[config.mk]
export PLATFORM = sky130hd
export DESIGN_NAME = positional_list_engine
export DESIGN_NICKNAME = d
export VERILOG_FILES = /design/src/hdl/plc_pkg.sv /design/src/hdl/positional_list_engine.sv /design/src/hdl/plc_cell.sv
export SDC_FILE = /design/constraint.sdc
export NUM_CORES = 2
export LEC_CHECK = 0
export BUFFER_PORTS_ARGS = -buffer_cell sky130_fd_sc_hd__buf_2
export CORE_MARGIN = 5
export CORE_UTILIZATION = 35
export DETAILED_ROUTE_END_ITERATION = 8
export GPL_ROUTABILITY_DRIVEN = 1
export PLACE_DENSITY = 0.53
export SYNTH_ARGS = -nofsm -noshare
export SYNTH_HDL_FRONTEND = slang
export SYNTH_SLANG_ARGS = --single-unit
[constraint.sdc]
create_clock -name clk -period 20 [get_ports clk]
set_input_delay 3 -clock clk [delete_from_list [all_inputs] [get_ports clk]]
set_output_delay 3 -clock clk [all_outputs]
set_load 0.005 [all_outputs]
[src/hdl/plc_pkg.sv]
// ---------------------------------------------------------------------------
// plc_pkg: shared types and codes for the positional list engine
// Item structs, opcode and status codes, sequencer states and the control
// bundle broadcast to every list cell.
// ---------------------------------------------------------------------------
`default_nettype none

package plc_pkg;

    // opcodes carried in an input item
    localparam logic [2:0] OP_INSERT = 3'd0;
    localparam logic [2:0] OP_DELETE = 3'd1;
    localparam logic [2:0] OP_GET    = 3'd2;
    localparam logic [2:0] OP_LOCATE = 3'd3;
    localparam logic [2:0] OP_CLEAR  = 3'd4;

    // result status codes
    localparam logic [1:0] ST_OK    = 2'd0;
    localparam logic [1:0] ST_RANGE = 2'd1;
    localparam logic [1:0] ST_FULL  = 2'd2;

    // field widths fixed by the item format
    localparam int POS_W  = 9;
    localparam int DATA_W = 32;

    typedef struct packed {
        logic [2:0]              opcode;
        logic [POS_W-1:0]        position;
        logic signed [DATA_W-1:0] value;
    } req_t;

    typedef struct packed {
        logic [1:0]               status;
        logic signed [DATA_W-1:0] data_out;
        logic [POS_W-1:0]         found_position;
        logic [POS_W-1:0]         length;
        logic                     is_empty;
    } rsp_t;

    typedef enum logic {
        S_IDLE,
        S_SCAN
    } state_t;

    // control broadcast to all cells
    typedef struct packed {
        logic              ins;     // insert at pos_m1, shift tail up
        logic              del;     // remove at pos_m1, shift tail down
        logic              load;    // snapshot entries into tap chain
        logic              shift;   // move tap chain one cell to the head
        logic [POS_W-1:0]  pos_m1;  // zero-based target position
        logic [POS_W-1:0]  count;   // list length before the operation
        logic [DATA_W-1:0] value;   // insert value or search key
    } cell_ctrl_t;

endpackage

`default_nettype wire

[src/hdl/positional_list_engine.sv]
// ---------------------------------------------------------------------------
// positional_list_engine: ordered list with positional insert and delete
// Top level: sequencer, length counter, result registers and cell row.
// ---------------------------------------------------------------------------
// The list lives in a row of DEPTH cells; insert and delete shift every entry
// behind the target position in the cycle the item is accepted. Reads go
// through a tap chain that moves one cell a cycle towards cell 0 during a
// scan, so the latency depends on the position reached. Insert, clear, locate
// on an empty list and every error finish without a scan; get and delete scan
// up to the position; locate scans up to the match position, or up to the
// length when nothing matches. A finished result sits in the output register
// while the next item is taken. Entries are not cleared at reset; only the
// control registers, the length counter among them, are.
`default_nettype none

module positional_list_engine #(
    parameter int DEPTH = 16
) (
    input  wire logic          clk,
    input  wire logic          rst_n,
    input  wire logic          req_valid,
    output logic               req_stall,
    input  wire plc_pkg::req_t req,
    output logic               rsp_valid,
    input  wire logic          rsp_stall,
    output plc_pkg::rsp_t      rsp
);

    localparam int CW = $clog2(DEPTH + 1);

    // control state
    plc_pkg::state_t state_reg, state_next;
    logic [CW-1:0]   count_reg, count_next;
    logic            pend_reg, pend_next;
    logic            out_valid_reg, out_valid_next;

    // payload state
    plc_pkg::rsp_t   res_reg, res_next;
    plc_pkg::rsp_t   out_reg, out_next;
    logic            scan_loc_reg, scan_loc_next;
    logic [CW-1:0]   scan_pos_reg, scan_pos_next;
    logic [CW-1:0]   scan_lim_reg, scan_lim_next;
    logic [CW-1:0]   idx_reg, idx_next;

    plc_pkg::cell_ctrl_t ctrl;

    logic [plc_pkg::DATA_W-1:0] entry_w [DEPTH];
    logic [plc_pkg::DATA_W-1:0] tap_w   [DEPTH];
    logic                       hit_w   [DEPTH];

    logic                       accept;
    logic [plc_pkg::POS_W-1:0]  cnt9;
    logic [plc_pkg::POS_W-1:0]  pos_m1;
    logic                       pos_in_list;
    logic                       pos_insertable;
    logic                       full;

    // input held off while busy or while a result waits for the output register
    assign req_stall = (state_reg != plc_pkg::S_IDLE) || pend_reg;

    assign accept = req_valid && !req_stall;
    assign cnt9   = plc_pkg::POS_W'(count_reg);
    assign pos_m1 = req.position - plc_pkg::POS_W'(1);
    assign full   = (count_reg == CW'(DEPTH));
    assign pos_in_list    = (req.position != '0) && (req.position <= cnt9);
    assign pos_insertable = (req.position != '0) && (pos_m1 <= cnt9);

    // row of cells
    for (genvar i = 0; i < DEPTH; i++)
    begin : g_cell
        logic [plc_pkg::DATA_W-1:0] left_e;
        logic [plc_pkg::DATA_W-1:0] right_e;
        logic [plc_pkg::DATA_W-1:0] right_t;
        logic                       right_h;

        if (i == 0)
        begin : g_head
            assign left_e = '0;
        end
        else
        begin : g_body
            assign left_e = entry_w[i-1];
        end

        if (i == DEPTH - 1)
        begin : g_tail
            assign right_e = '0;
            assign right_t = '0;
            assign right_h = 1'b0;
        end
        else
        begin : g_link
            assign right_e = entry_w[i+1];
            assign right_t = tap_w[i+1];
            assign right_h = hit_w[i+1];
        end

        plc_cell #(
            .INDEX (i)
        ) u_cell (
            .clk         (clk),
            .ctrl        (ctrl),
            .left_entry  (left_e),
            .right_entry (right_e),
            .right_tap   (right_t),
            .right_hit   (right_h),
            .entry       (entry_w[i]),
            .tap         (tap_w[i]),
            .hit         (hit_w[i])
        );
    end

    // sequencer: decode, cell control, scan and result hand-off
    always_comb
    begin
        state_next     = state_reg;
        count_next     = count_reg;
        pend_next      = pend_reg;
        out_valid_next = out_valid_reg;
        res_next       = res_reg;
        out_next       = out_reg;
        scan_loc_next  = scan_loc_reg;
        scan_pos_next  = scan_pos_reg;
        scan_lim_next  = scan_lim_reg;
        idx_next       = idx_reg;

        ctrl        = '0;
        ctrl.pos_m1 = pos_m1;
        ctrl.count  = cnt9;
        ctrl.value  = req.value;

        case (state_reg)
            plc_pkg::S_IDLE:
            begin
                if (accept)
                begin
                    ctrl.load               = 1'b1;
                    res_next                = '0;
                    res_next.status         = plc_pkg::ST_OK;
                    pend_next               = 1'b1;
                    scan_pos_next           = CW'(req.position);
                    scan_lim_next           = count_reg;
                    idx_next                = CW'(1);
                    scan_loc_next           = 1'b0;
                    case (req.opcode)
                        plc_pkg::OP_INSERT:
                        begin
                            if (!pos_insertable)
                                res_next.status = plc_pkg::ST_RANGE;
                            else if (full)
                                res_next.status = plc_pkg::ST_FULL;
                            else
                            begin
                                ctrl.ins   = 1'b1;
                                count_next = count_reg + CW'(1);
                            end
                        end
                        plc_pkg::OP_DELETE:
                        begin
                            if (!pos_in_list)
                                res_next.status = plc_pkg::ST_RANGE;
                            else
                            begin
                                ctrl.del   = 1'b1;
                                count_next = count_reg - CW'(1);
                                pend_next  = 1'b0;
                                state_next = plc_pkg::S_SCAN;
                            end
                        end
                        plc_pkg::OP_GET:
                        begin
                            if (!pos_in_list)
                                res_next.status = plc_pkg::ST_RANGE;
                            else
                            begin
                                pend_next  = 1'b0;
                                state_next = plc_pkg::S_SCAN;
                            end
                        end
                        plc_pkg::OP_LOCATE:
                        begin
                            if (count_reg != '0)
                            begin
                                scan_loc_next = 1'b1;
                                pend_next     = 1'b0;
                                state_next    = plc_pkg::S_SCAN;
                            end
                        end
                        plc_pkg::OP_CLEAR:
                        begin
                            count_next = '0;
                        end
                        default:
                        begin
                            // unused opcodes: plain ok result
                        end
                    endcase
                    res_next.length   = plc_pkg::POS_W'(count_next);
                    res_next.is_empty = (count_next == '0);
                end
            end
            plc_pkg::S_SCAN:
            begin
                // cell 0 of the tap chain holds the entry at position idx
                if (scan_loc_reg)
                begin
                    if (hit_w[0])
                    begin
                        res_next.found_position = plc_pkg::POS_W'(idx_reg);
                        pend_next  = 1'b1;
                        state_next = plc_pkg::S_IDLE;
                    end
                    else if (idx_reg == scan_lim_reg)
                    begin
                        pend_next  = 1'b1;
                        state_next = plc_pkg::S_IDLE;
                    end
                    else
                    begin
                        ctrl.shift = 1'b1;
                        idx_next   = idx_reg + CW'(1);
                    end
                end
                else
                begin
                    if (idx_reg == scan_pos_reg)
                    begin
                        res_next.data_out = tap_w[0];
                        pend_next  = 1'b1;
                        state_next = plc_pkg::S_IDLE;
                    end
                    else
                    begin
                        ctrl.shift = 1'b1;
                        idx_next   = idx_reg + CW'(1);
                    end
                end
            end
            default:
            begin
                state_next = plc_pkg::S_IDLE;
            end
        endcase

        // output register: drop a taken item, load a pending one
        if (out_valid_reg && !rsp_stall)
            out_valid_next = 1'b0;
        if (pend_reg && (!out_valid_reg || !rsp_stall))
        begin
            out_next       = res_reg;
            out_valid_next = 1'b1;
            pend_next      = 1'b0;
        end
    end

    // control registers
    always_ff @(posedge clk or negedge rst_n)
    begin
        if (!rst_n)
        begin
            state_reg     <= plc_pkg::S_IDLE;
            count_reg     <= '0;
            pend_reg      <= 1'b0;
            out_valid_reg <= 1'b0;
        end
        else
        begin
            state_reg     <= state_next;
            count_reg     <= count_next;
            pend_reg      <= pend_next;
            out_valid_reg <= out_valid_next;
        end
    end

    // payload registers
    always_ff @(posedge clk)
    begin
        res_reg      <= res_next;
        out_reg      <= out_next;
        scan_loc_reg <= scan_loc_next;
        scan_pos_reg <= scan_pos_next;
        scan_lim_reg <= scan_lim_next;
        idx_reg      <= idx_next;
    end

    assign rsp_valid = out_valid_reg;
    assign rsp       = out_reg;

endmodule

`default_nettype wire

[src/hdl/plc_cell.sv]
// ---------------------------------------------------------------------------
// plc_cell: one list cell
// Holds one list entry and one tap-chain slot. The entry shifts with its
// neighbours on insert and delete; the tap slot carries a snapshot of the
// entry and its match flag towards the head of the chain during a scan.
// ---------------------------------------------------------------------------
`default_nettype none

module plc_cell #(
    parameter int INDEX = 0
) (
    input  wire logic                       clk,
    input  wire plc_pkg::cell_ctrl_t        ctrl,
    input  wire logic [plc_pkg::DATA_W-1:0] left_entry,
    input  wire logic [plc_pkg::DATA_W-1:0] right_entry,
    input  wire logic [plc_pkg::DATA_W-1:0] right_tap,
    input  wire logic                       right_hit,
    output logic      [plc_pkg::DATA_W-1:0] entry,
    output logic      [plc_pkg::DATA_W-1:0] tap,
    output logic                            hit
);

    localparam logic [plc_pkg::POS_W-1:0] IDX = plc_pkg::POS_W'(INDEX);

    logic [plc_pkg::DATA_W-1:0] entry_reg;
    logic [plc_pkg::DATA_W-1:0] entry_next;
    logic [plc_pkg::DATA_W-1:0] tap_reg;
    logic [plc_pkg::DATA_W-1:0] tap_next;
    logic                       hit_reg;
    logic                       hit_next;

    // entry: take new value, left neighbour (insert) or right neighbour (delete)
    always_comb
    begin
        entry_next = entry_reg;
        if (ctrl.ins)
        begin
            if (IDX == ctrl.pos_m1)
                entry_next = ctrl.value;
            else if (IDX > ctrl.pos_m1)
                entry_next = left_entry;
        end
        else if (ctrl.del)
        begin
            if (IDX >= ctrl.pos_m1)
                entry_next = right_entry;
        end
    end

    // tap slot: snapshot on load, then follow the chain towards cell 0
    always_comb
    begin
        tap_next = tap_reg;
        hit_next = hit_reg;
        if (ctrl.load)
        begin
            tap_next = entry_reg;
            hit_next = (entry_reg == ctrl.value) && (IDX < ctrl.count);
        end
        else if (ctrl.shift)
        begin
            tap_next = right_tap;
            hit_next = right_hit;
        end
    end

    always_ff @(posedge clk)
    begin
        entry_reg <= entry_next;
        tap_reg   <= tap_next;
        hit_reg   <= hit_next;
    end

    assign entry = entry_reg;
    assign tap   = tap_reg;
    assign hit   = hit_reg;

endmodule

`default_nettype wire

=== Word-level counts from Yosys, hierarchy flattened ===
Index checks and enable logic that the tools add are counted.

* Register bits after elaboration: 1162
* Bits in latches: 0
* RAM bits: 0
* Bits in read-only memories: 0
* Logic and storage cells: 452
* Memories kept: 0

* Add/subtract/negate cells: 4
* $mul: 0
* Div/mod/pow operators: 0
* Magnitude comparators: 50
* Equal/unequal tests: 65
* Shift-type cells: 0
* Multiplexer cells: 194
* Bitwise operators: 1
* Reductions and logical operators: 72

{| class="wikitable"
|+ Operators with widths
! cell !! count
|-
| 2-to-1 mux 32 bit || 114
|-
| == test 32 bit || 16
|-
| case mux 41 bit (2 select lines) || 1
|-
| == test 4 x 9 -> 1 bit, first input constant || 8
|-
| greater-or-equal comparator 4 x 9 -> 1 bit, first input constant || 8
|-
| > comparator 4 x 9 -> 1 bit, first input constant || 8
|-
| AND reduction 3 bit || 19
|-
| 2-to-1 mux 1 bit || 55
|-
| 2-to-1 mux 51 bit || 1
|-
| 2-to-1 mux 5 bit || 10
|-
| != test 3 x 1 -> 1 bit, second input constant || 16
|-
| < comparator 4 x 5 -> 1 bit, first input constant || 8
|-
| nonzero test 2 bit || 19
|-
| == test 3 x 9 -> 1 bit, first input constant || 4
|-
| greater-or-equal comparator 3 x 9 -> 1 bit, first input constant || 4
|-
| > comparator 3 x 9 -> 1 bit, first input constant || 4
|-
| logical AND 1 bit || 21
|-
| < comparator 3 x 5 -> 1 bit, first input constant || 4
|-
| == test 2 x 9 -> 1 bit, first input constant || 2
|-
| greater-or-equal comparator 1 x 9 -> 1 bit, first input constant || 2
|-
| greater-or-equal comparator 2 x 9 -> 1 bit, first input constant || 2
|-
| > comparator 1 x 9 -> 1 bit, first input constant || 2
|-
| > comparator 2 x 9 -> 1 bit, first input constant || 2
|-
| less-or-equal comparator 9 x 5 -> 1 bit || 2
|-
| other kinds (34) || 54
|}

=== Depth between registers and ports, before layout ===
* Depth after elaboration: 10
* Mapped depth: 15

=== Cells and area by module ===
From an unflattened synthesis, not the netlist that was laid out.

* Cell total of the unflattened synthesis: 4566
* Area, all modules: 59935.0 um^2

{| class="wikitable"
|+ By module, submodules not included
! module !! instances !! cells an instance !! area an instance (um^2) !! sequential area each (um^2)
|-
| plc_cell at g_cell[2].u_cell ... || 2 || 262 || 3440.8 || 1951.9
|-
| positional_list_engine || 1 || 367 || 5008.6 || 3383.2
|-
| plc_cell at g_cell[8].u_cell || 1 || 266 || 3458.3 || 1951.9
|-
| plc_cell at g_cell[10].u_cell || 1 || 263 || 3453.3 || 1951.9
|-
| plc_cell at g_cell[5].u_cell || 1 || 262 || 3445.8 || 1951.9
|-
| plc_cell at g_cell[6].u_cell || 1 || 264 || 3444.6 || 1951.9
|-
| plc_cell at g_cell[7].u_cell || 1 || 262 || 3443.3 || 1951.9
|-
| plc_cell at g_cell[12].u_cell || 1 || 264 || 3433.3 || 1951.9
|-
| plc_cell at g_cell[13].u_cell || 1 || 262 || 3433.3 || 1951.9
|-
| plc_cell at g_cell[14].u_cell || 1 || 263 || 3427.0 || 1951.9
|-
| plc_cell at g_cell[3].u_cell || 1 || 260 || 3422.0 || 1951.9
|-
| plc_cell at g_cell[9].u_cell || 1 || 264 || 3422.0 || 1951.9
|-
| plc_cell at g_cell[1].u_cell || 1 || 260 || 3419.5 || 1951.9
|-
| plc_cell at g_cell[11].u_cell || 1 || 261 || 3418.3 || 1951.9
|-
| 2 more rows || n/a || n/a || n/a || n/a
|}

=== Worst setup path before layout ===
OpenSTA, ideal clock, no wires.

* Path kind: input -> register
* From: input req_valid
* To: register g_cell[0].u_cell.hit_reg, enable pin
* Arrival: 12485 ps
* Slack: 3773 ps
* Cell stages on the path: 5
* Path buffers: 3
* Path through: nand2_1 clkbuf_1 clkbuf_1 clkbuf_1 nand2_1

* Longest elaborated chain between the ends: 4

{| class="wikitable"
|+ Ends and longest elaborated chain
! item !! RTL line !! source
|-
| from (decl) || positional_list_engine.sv:21 || <nowiki>input wire logic req_valid,</nowiki>
|-
| logical AND 1 bit || positional_list_engine.sv:61 || <nowiki>assign accept = req_valid && !req_stall;</nowiki>
|-
| 2-to-1 mux 3 bit || positional_list_engine.sv:135 || <nowiki>if (accept)</nowiki>
|-
| 2-to-1 mux 3 bit || positional_list_engine.sv:132 || <nowiki>case (state_reg)</nowiki>
|-
| nonzero test 2 bit (no source line) || n/a ||
|-
| to (signal assigned) || plc_cell.sv:71 || <nowiki>hit_reg <= hit_next;</nowiki>
|-
| to (decl) || plc_cell.sv:29 || <nowiki>logic hit_reg;</nowiki>
|}

Every way passes these cells.
A chain may end at the register's enable or synchronous reset.

=== Worst setup path in the final report ===
* From: input req[32] in the netlist's numbering
* To: register g_cell[10].u_cell.entry_reg (netlist bit g_cell[10].u_cell.entry[17]), data pin

* Longest elaborated chain between the ends: 8
* Elaborated cells on any way between the ends: 11
* Classes of those cells: add/sub (1); order compare (1); eq/ne (1); mux (6); reduce/logical (2)

{| class="wikitable"
|+ Ends and longest elaborated chain
! item !! RTL line !! source
|-
| from (decl) || positional_list_engine.sv:23 || <nowiki>input wire plc_pkg::req_t req,</nowiki>
|-
| subtractor 9 x 1 -> 9 bit || positional_list_engine.sv:63 || <nowiki>assign pos_m1 = req.position - plc_pkg::POS_W'(1);</nowiki>
|-
| less-or-equal comparator 9 x 5 -> 1 bit || positional_list_engine.sv:66 || <nowiki>assign pos_insertable = (req.position != '0) && (pos_m1 <= cnt9);</nowiki>
|-
| logical AND 1 bit || positional_list_engine.sv:66 ||
|-
| 2-to-1 mux 1 bit || positional_list_engine.sv:148 || <nowiki>if (!pos_insertable)</nowiki>
|-
| 2-to-1 mux 1 bit || positional_list_engine.sv:145 || <nowiki>case (req.opcode)</nowiki>
|-
| 2-to-1 mux 3 bit || positional_list_engine.sv:135 ||
|-
| 2-to-1 mux 3 bit || positional_list_engine.sv:132 ||
|-
| 2-to-1 mux 32 bit * || plc_cell.sv:36 || <nowiki>if (ctrl.ins)</nowiki>
|-
| net g_cell[10].u_cell.entry_next (one bit) || plc_cell.sv:26 || <nowiki>logic [plc_pkg::DATA_W-1:0] entry_next;</nowiki>
|-
| to (signal assigned) || plc_cell.sv:69 || <nowiki>entry_reg <= entry_next;</nowiki>
|-
| to (decl) || plc_cell.sv:25 || <nowiki>logic [plc_pkg::DATA_W-1:0] entry_reg;</nowiki>
|}

Mark *: on every way through the listed nets, which the timed path passes. The rest lies on a longest branch.

==> metrics.md <==
| Metric | Value |
|---|---|
| Initial Util | `35.17%` |
| Synth cell types | `61` |
| Chip height | `419.7 µm` |
| Yosys warning total | `0` |
| TritonCTS buffer count | `133` |
| Avg Cell Area, Syn | `10.62 µm²` |
| Htree depth | `4` |
| Die X | `419.7 µm` |
| Fraction of layout cells with a size suffix above 1 | `7.612%` |
| Crit-path cells | `buf_2 > inv_1 > ha_1 > xnor2_1 > inv_1 > ha_1 > o21ai_0 > a21oi_1 > o31ai_1 > nand4_1 > buf_4 > buf_4 > buf_12 > buf_12 > buf_4 > o21ai_0` |
| Vias in the first global route | `40.07k` |
| Worst r2r path cells | `12` |
| GRT busiest layer | `met2` |
| Overflow after GRT | `0` |
| Post-synth EDFFs | `1,146` |
| Required time of the critical path | `20.47 ns` |
| Final setup fails | `0` |
| Routed via count | `41.39k` |
| Area growth from synthesis to layout | `10.93%` |
| WL per Instance | `26.19 µm` |
| Max Root-Sink Buffers | `3` |
| Hold Vio Cnt, Final | `0` |
| RSZ-0062 raised after global routing | `false` |
| Critical path's slowest cell | `buf_4` |
| FFs w/ async S/R, synth | `0.6932%` |
| Port Buffer Count | `94` |
| Synth area leader | `edfxtp_1` |
| Post-Syn Area | `58,750 µm²` |
| Hpwl dp | `132,300 µm` |
| Critical path endpoint category | `register` |
| DRC viols | `0` |
| Met3 Usage GRT | `3.322%` |
| Via density | `5.342` |
| Pwr Density | `112.3 nW/µm²` |
| Status | `completed` |
| Clock sink total | `1,154` |
| Setup_tns | `0 ns` |
| Max-slew violations | `0` |
| Core area | `167,000 µm²` |
| First-pass GRT wire length | `291,800 µm` |
| Worst-Margin Slew | `1.195 ns` |
| Antenna violations before repair | `5` |
| N_diodes | `0` |
| Worst hold stages | `0` |
| Number of fill cells | `16.44k` |
| Final worst path period share | `46.90%` |
| Resize count post-CTS | `0` |
| Final Wtd Congestion | `0.8799` |
| Rel. slew slack | `20.32%` |
| Largest net degree at the start of global routing | `243` |
| Max Cap Violations | `0` |
| Drt first-iter violations | `4,527` |
| Wirelength, routed | `202,900 µm` |
| Pre-antenna DRT Iters | `6` |
| Critical path type | `input port to register` |
| Seq/Total Area, Yosys | `58.91%` |
| CTS Root Cell | `clkbuf_16` |
| I/O pins | `103` |
| Synth top area share | `58.57%` |
| Post-route ant nets | `0` |
| Crit path DAT | `9.85 ns` |
| Met1 Usage GRT | `30.41%` |
| Crit start category | `input port` |
| Fin crit period | `9.380 ns` |
| Top FF cell, synth | `edfxtp_1` |
| Post-synthesis cell count | `5,534` |
| Multi-input logic area | `22,420 µm²` |
| Total power | `7.319 mW` |
| Slowest stage delay, CP | `0.88 ns` |
| Worst-path fanout max | `242` |
| FF+latch area | `34,610 µm²` |
| Fmax | `0.1066 GHz` |
| Post-CTS Setup Repair Bufs | `0` |
| Die ar. | `176,200 µm²` |
| Global-route met2 utilization | `36.36%` |
| CP most frequent cell | `buf_4` |
| Worst hold path class | `register to register` |
| FF+latch count, synth | `1,154` |
| Final-stage net count | `5,508` |
| Top area cells in the synthesized netlist | `edfxtp_1 59%, nand2_1 13%, mux2i_1 7.6%` |
| CTS tree | `built` |
| CTS Hold Bufs | `0` |
| Pleak | `26.55 nW` |
| Reg clk slew, reported paths | `0.06 ns` |
| VDD IR max | `0.00009940 V` |
| Clock skew | `0.02849 ns` |
| Total GRT Usage | `22.61%` |
| Std-Cell Rows | `150` |
| Worst skew pair latency | `0.78 ns` |
==> placed cells by master (no fill, tap or decap), drive strengths merged, types with 43 or more instances in the layout <==
master	count
xnor2	236
buf	198
mux2i	449
nand4	79
xor2	295
edfxtp	1146
clkinv	43
a21oi	52
nor4	85
clkbuf	178
nand2	2001
o21ai	473
==> cell usage after synthesis, types with 2 or more instances <==
cell type,n
a2111oi_0,2
o31ai_1,2
a211o_1,2
a31oi_1,4
a21boi_0,2
nor3b_1,2
a21oi_1,51
ha_1,17
buf_1,35
nand2b_1,5
xor2_1,295
nor2_1,27
mux2i_1,449
nor4_1,80
edfxtp_1,1146
a211oi_1,2
inv_1,19
buf_2,54
o21ai_1,136
nor3_1,23
nor4_4,4
nor2b_1,5
a32o_1,2
and3_1,34
mux2_2,5
nor3_2,2
nand3_1,24
o211ai_1,2
dfrtp_1,8
a21o_1,4
and2_1,41
o21ai_0,337
clkbuf_1,313
nand2_1,2000
a22o_1,34
nand4_1,79
o32a_1,2
buf_6,15
buf_4,14
xnor2_1,235
==> worst max-delay path: cells and delay by family <==
family / cells / cell delay [ns]
adder cells (fa/ha/maj): 2 / 0.72
AND/OR/NAND/NOR: 1 / 0.17
XOR/XNOR: 1 / 0.46
buffers and inverters: 8 / 4.40
AO/OA/AOI/OAI: 4 / 0.66
==> power by group <==
group          switching (mW)  internal (mW)  leakage (nW)
Clock                    1.02           1.30          1.94
Combinational            1.06          0.348          13.9
Sequential              0.160           3.43          10.7
Total                    2.24           5.08          26.6
==> metrics by stage <==
step	hold slack [ns]	cell area, µm²	utilization, %	cells	worst slack [ns]
finish	0.4128	65170	39.02	7748	10.62
detailed placement	0.4045	61170	36.62	7512	10.03
global route	0.4148	65170	39.02	7748	10.10
global placement	0.4019	61170	36.62	7512	10.21
floorplan	0.4003	58780	-	5541	3.773
CTS	0.4057	65170	39.02	7748	10.84
==> area by class of cell <==
type                    count  area share (%)
flip-flops and latches   1154           53.11
multi-input cells        3936           34.40
clock buffers             178           5.464
well taps                2204           4.231
repair buffers            198           1.997
clock inverters            58          0.6700
inverters                  20          0.1267
==> final timing paths <==
path	start	to	slack (ns)
worst max-delay path	req[32]	g_cell[10].u_cell.entry[17]$_DFFE_PP_	10.62
worst min-delay path	res_reg[47]$_DFFE_PP_	rsp[47]$_DFFE_PP_	0.41
worst max register to register	pend_reg$_DFFE_PN0P_	g_cell[10].u_cell.entry[17]$_DFFE_PP_	13.33
worst min register to register	res_reg[47]$_DFFE_PP_	rsp[47]$_DFFE_PP_	0.41
max in group asynchronous	rst_n	count_reg[4]$_DFFE_PN0P_	17.76
min in group asynchronous	rst_n	count_reg[2]$_DFFE_PN0P_	2.06
==> cell families after synthesis <==
kind of cell,after synthesis,synth area share [%]
AO/OA/AOI/OAI,590,5.456
XOR/XNOR,531,7.929
adder cells (fa/ha/maj),17,0.3620
buffers and inverters,451,3.277
flip-flops,1154,58.91
multiplexers,454,7.745
other,1,0.006383
AND/OR/NAND/NOR,2336,16.31
==> metal layers <==
layer | vias up | wire length, µm
li1 | 18880 | -
met5 | - | 27
met4 | 4 | 9826
met3 | 385 | 13590
met1 | 20430 | 84800
met2 | 1684 | 94660
No activity file was read; power rests on OpenSTA's default activity.
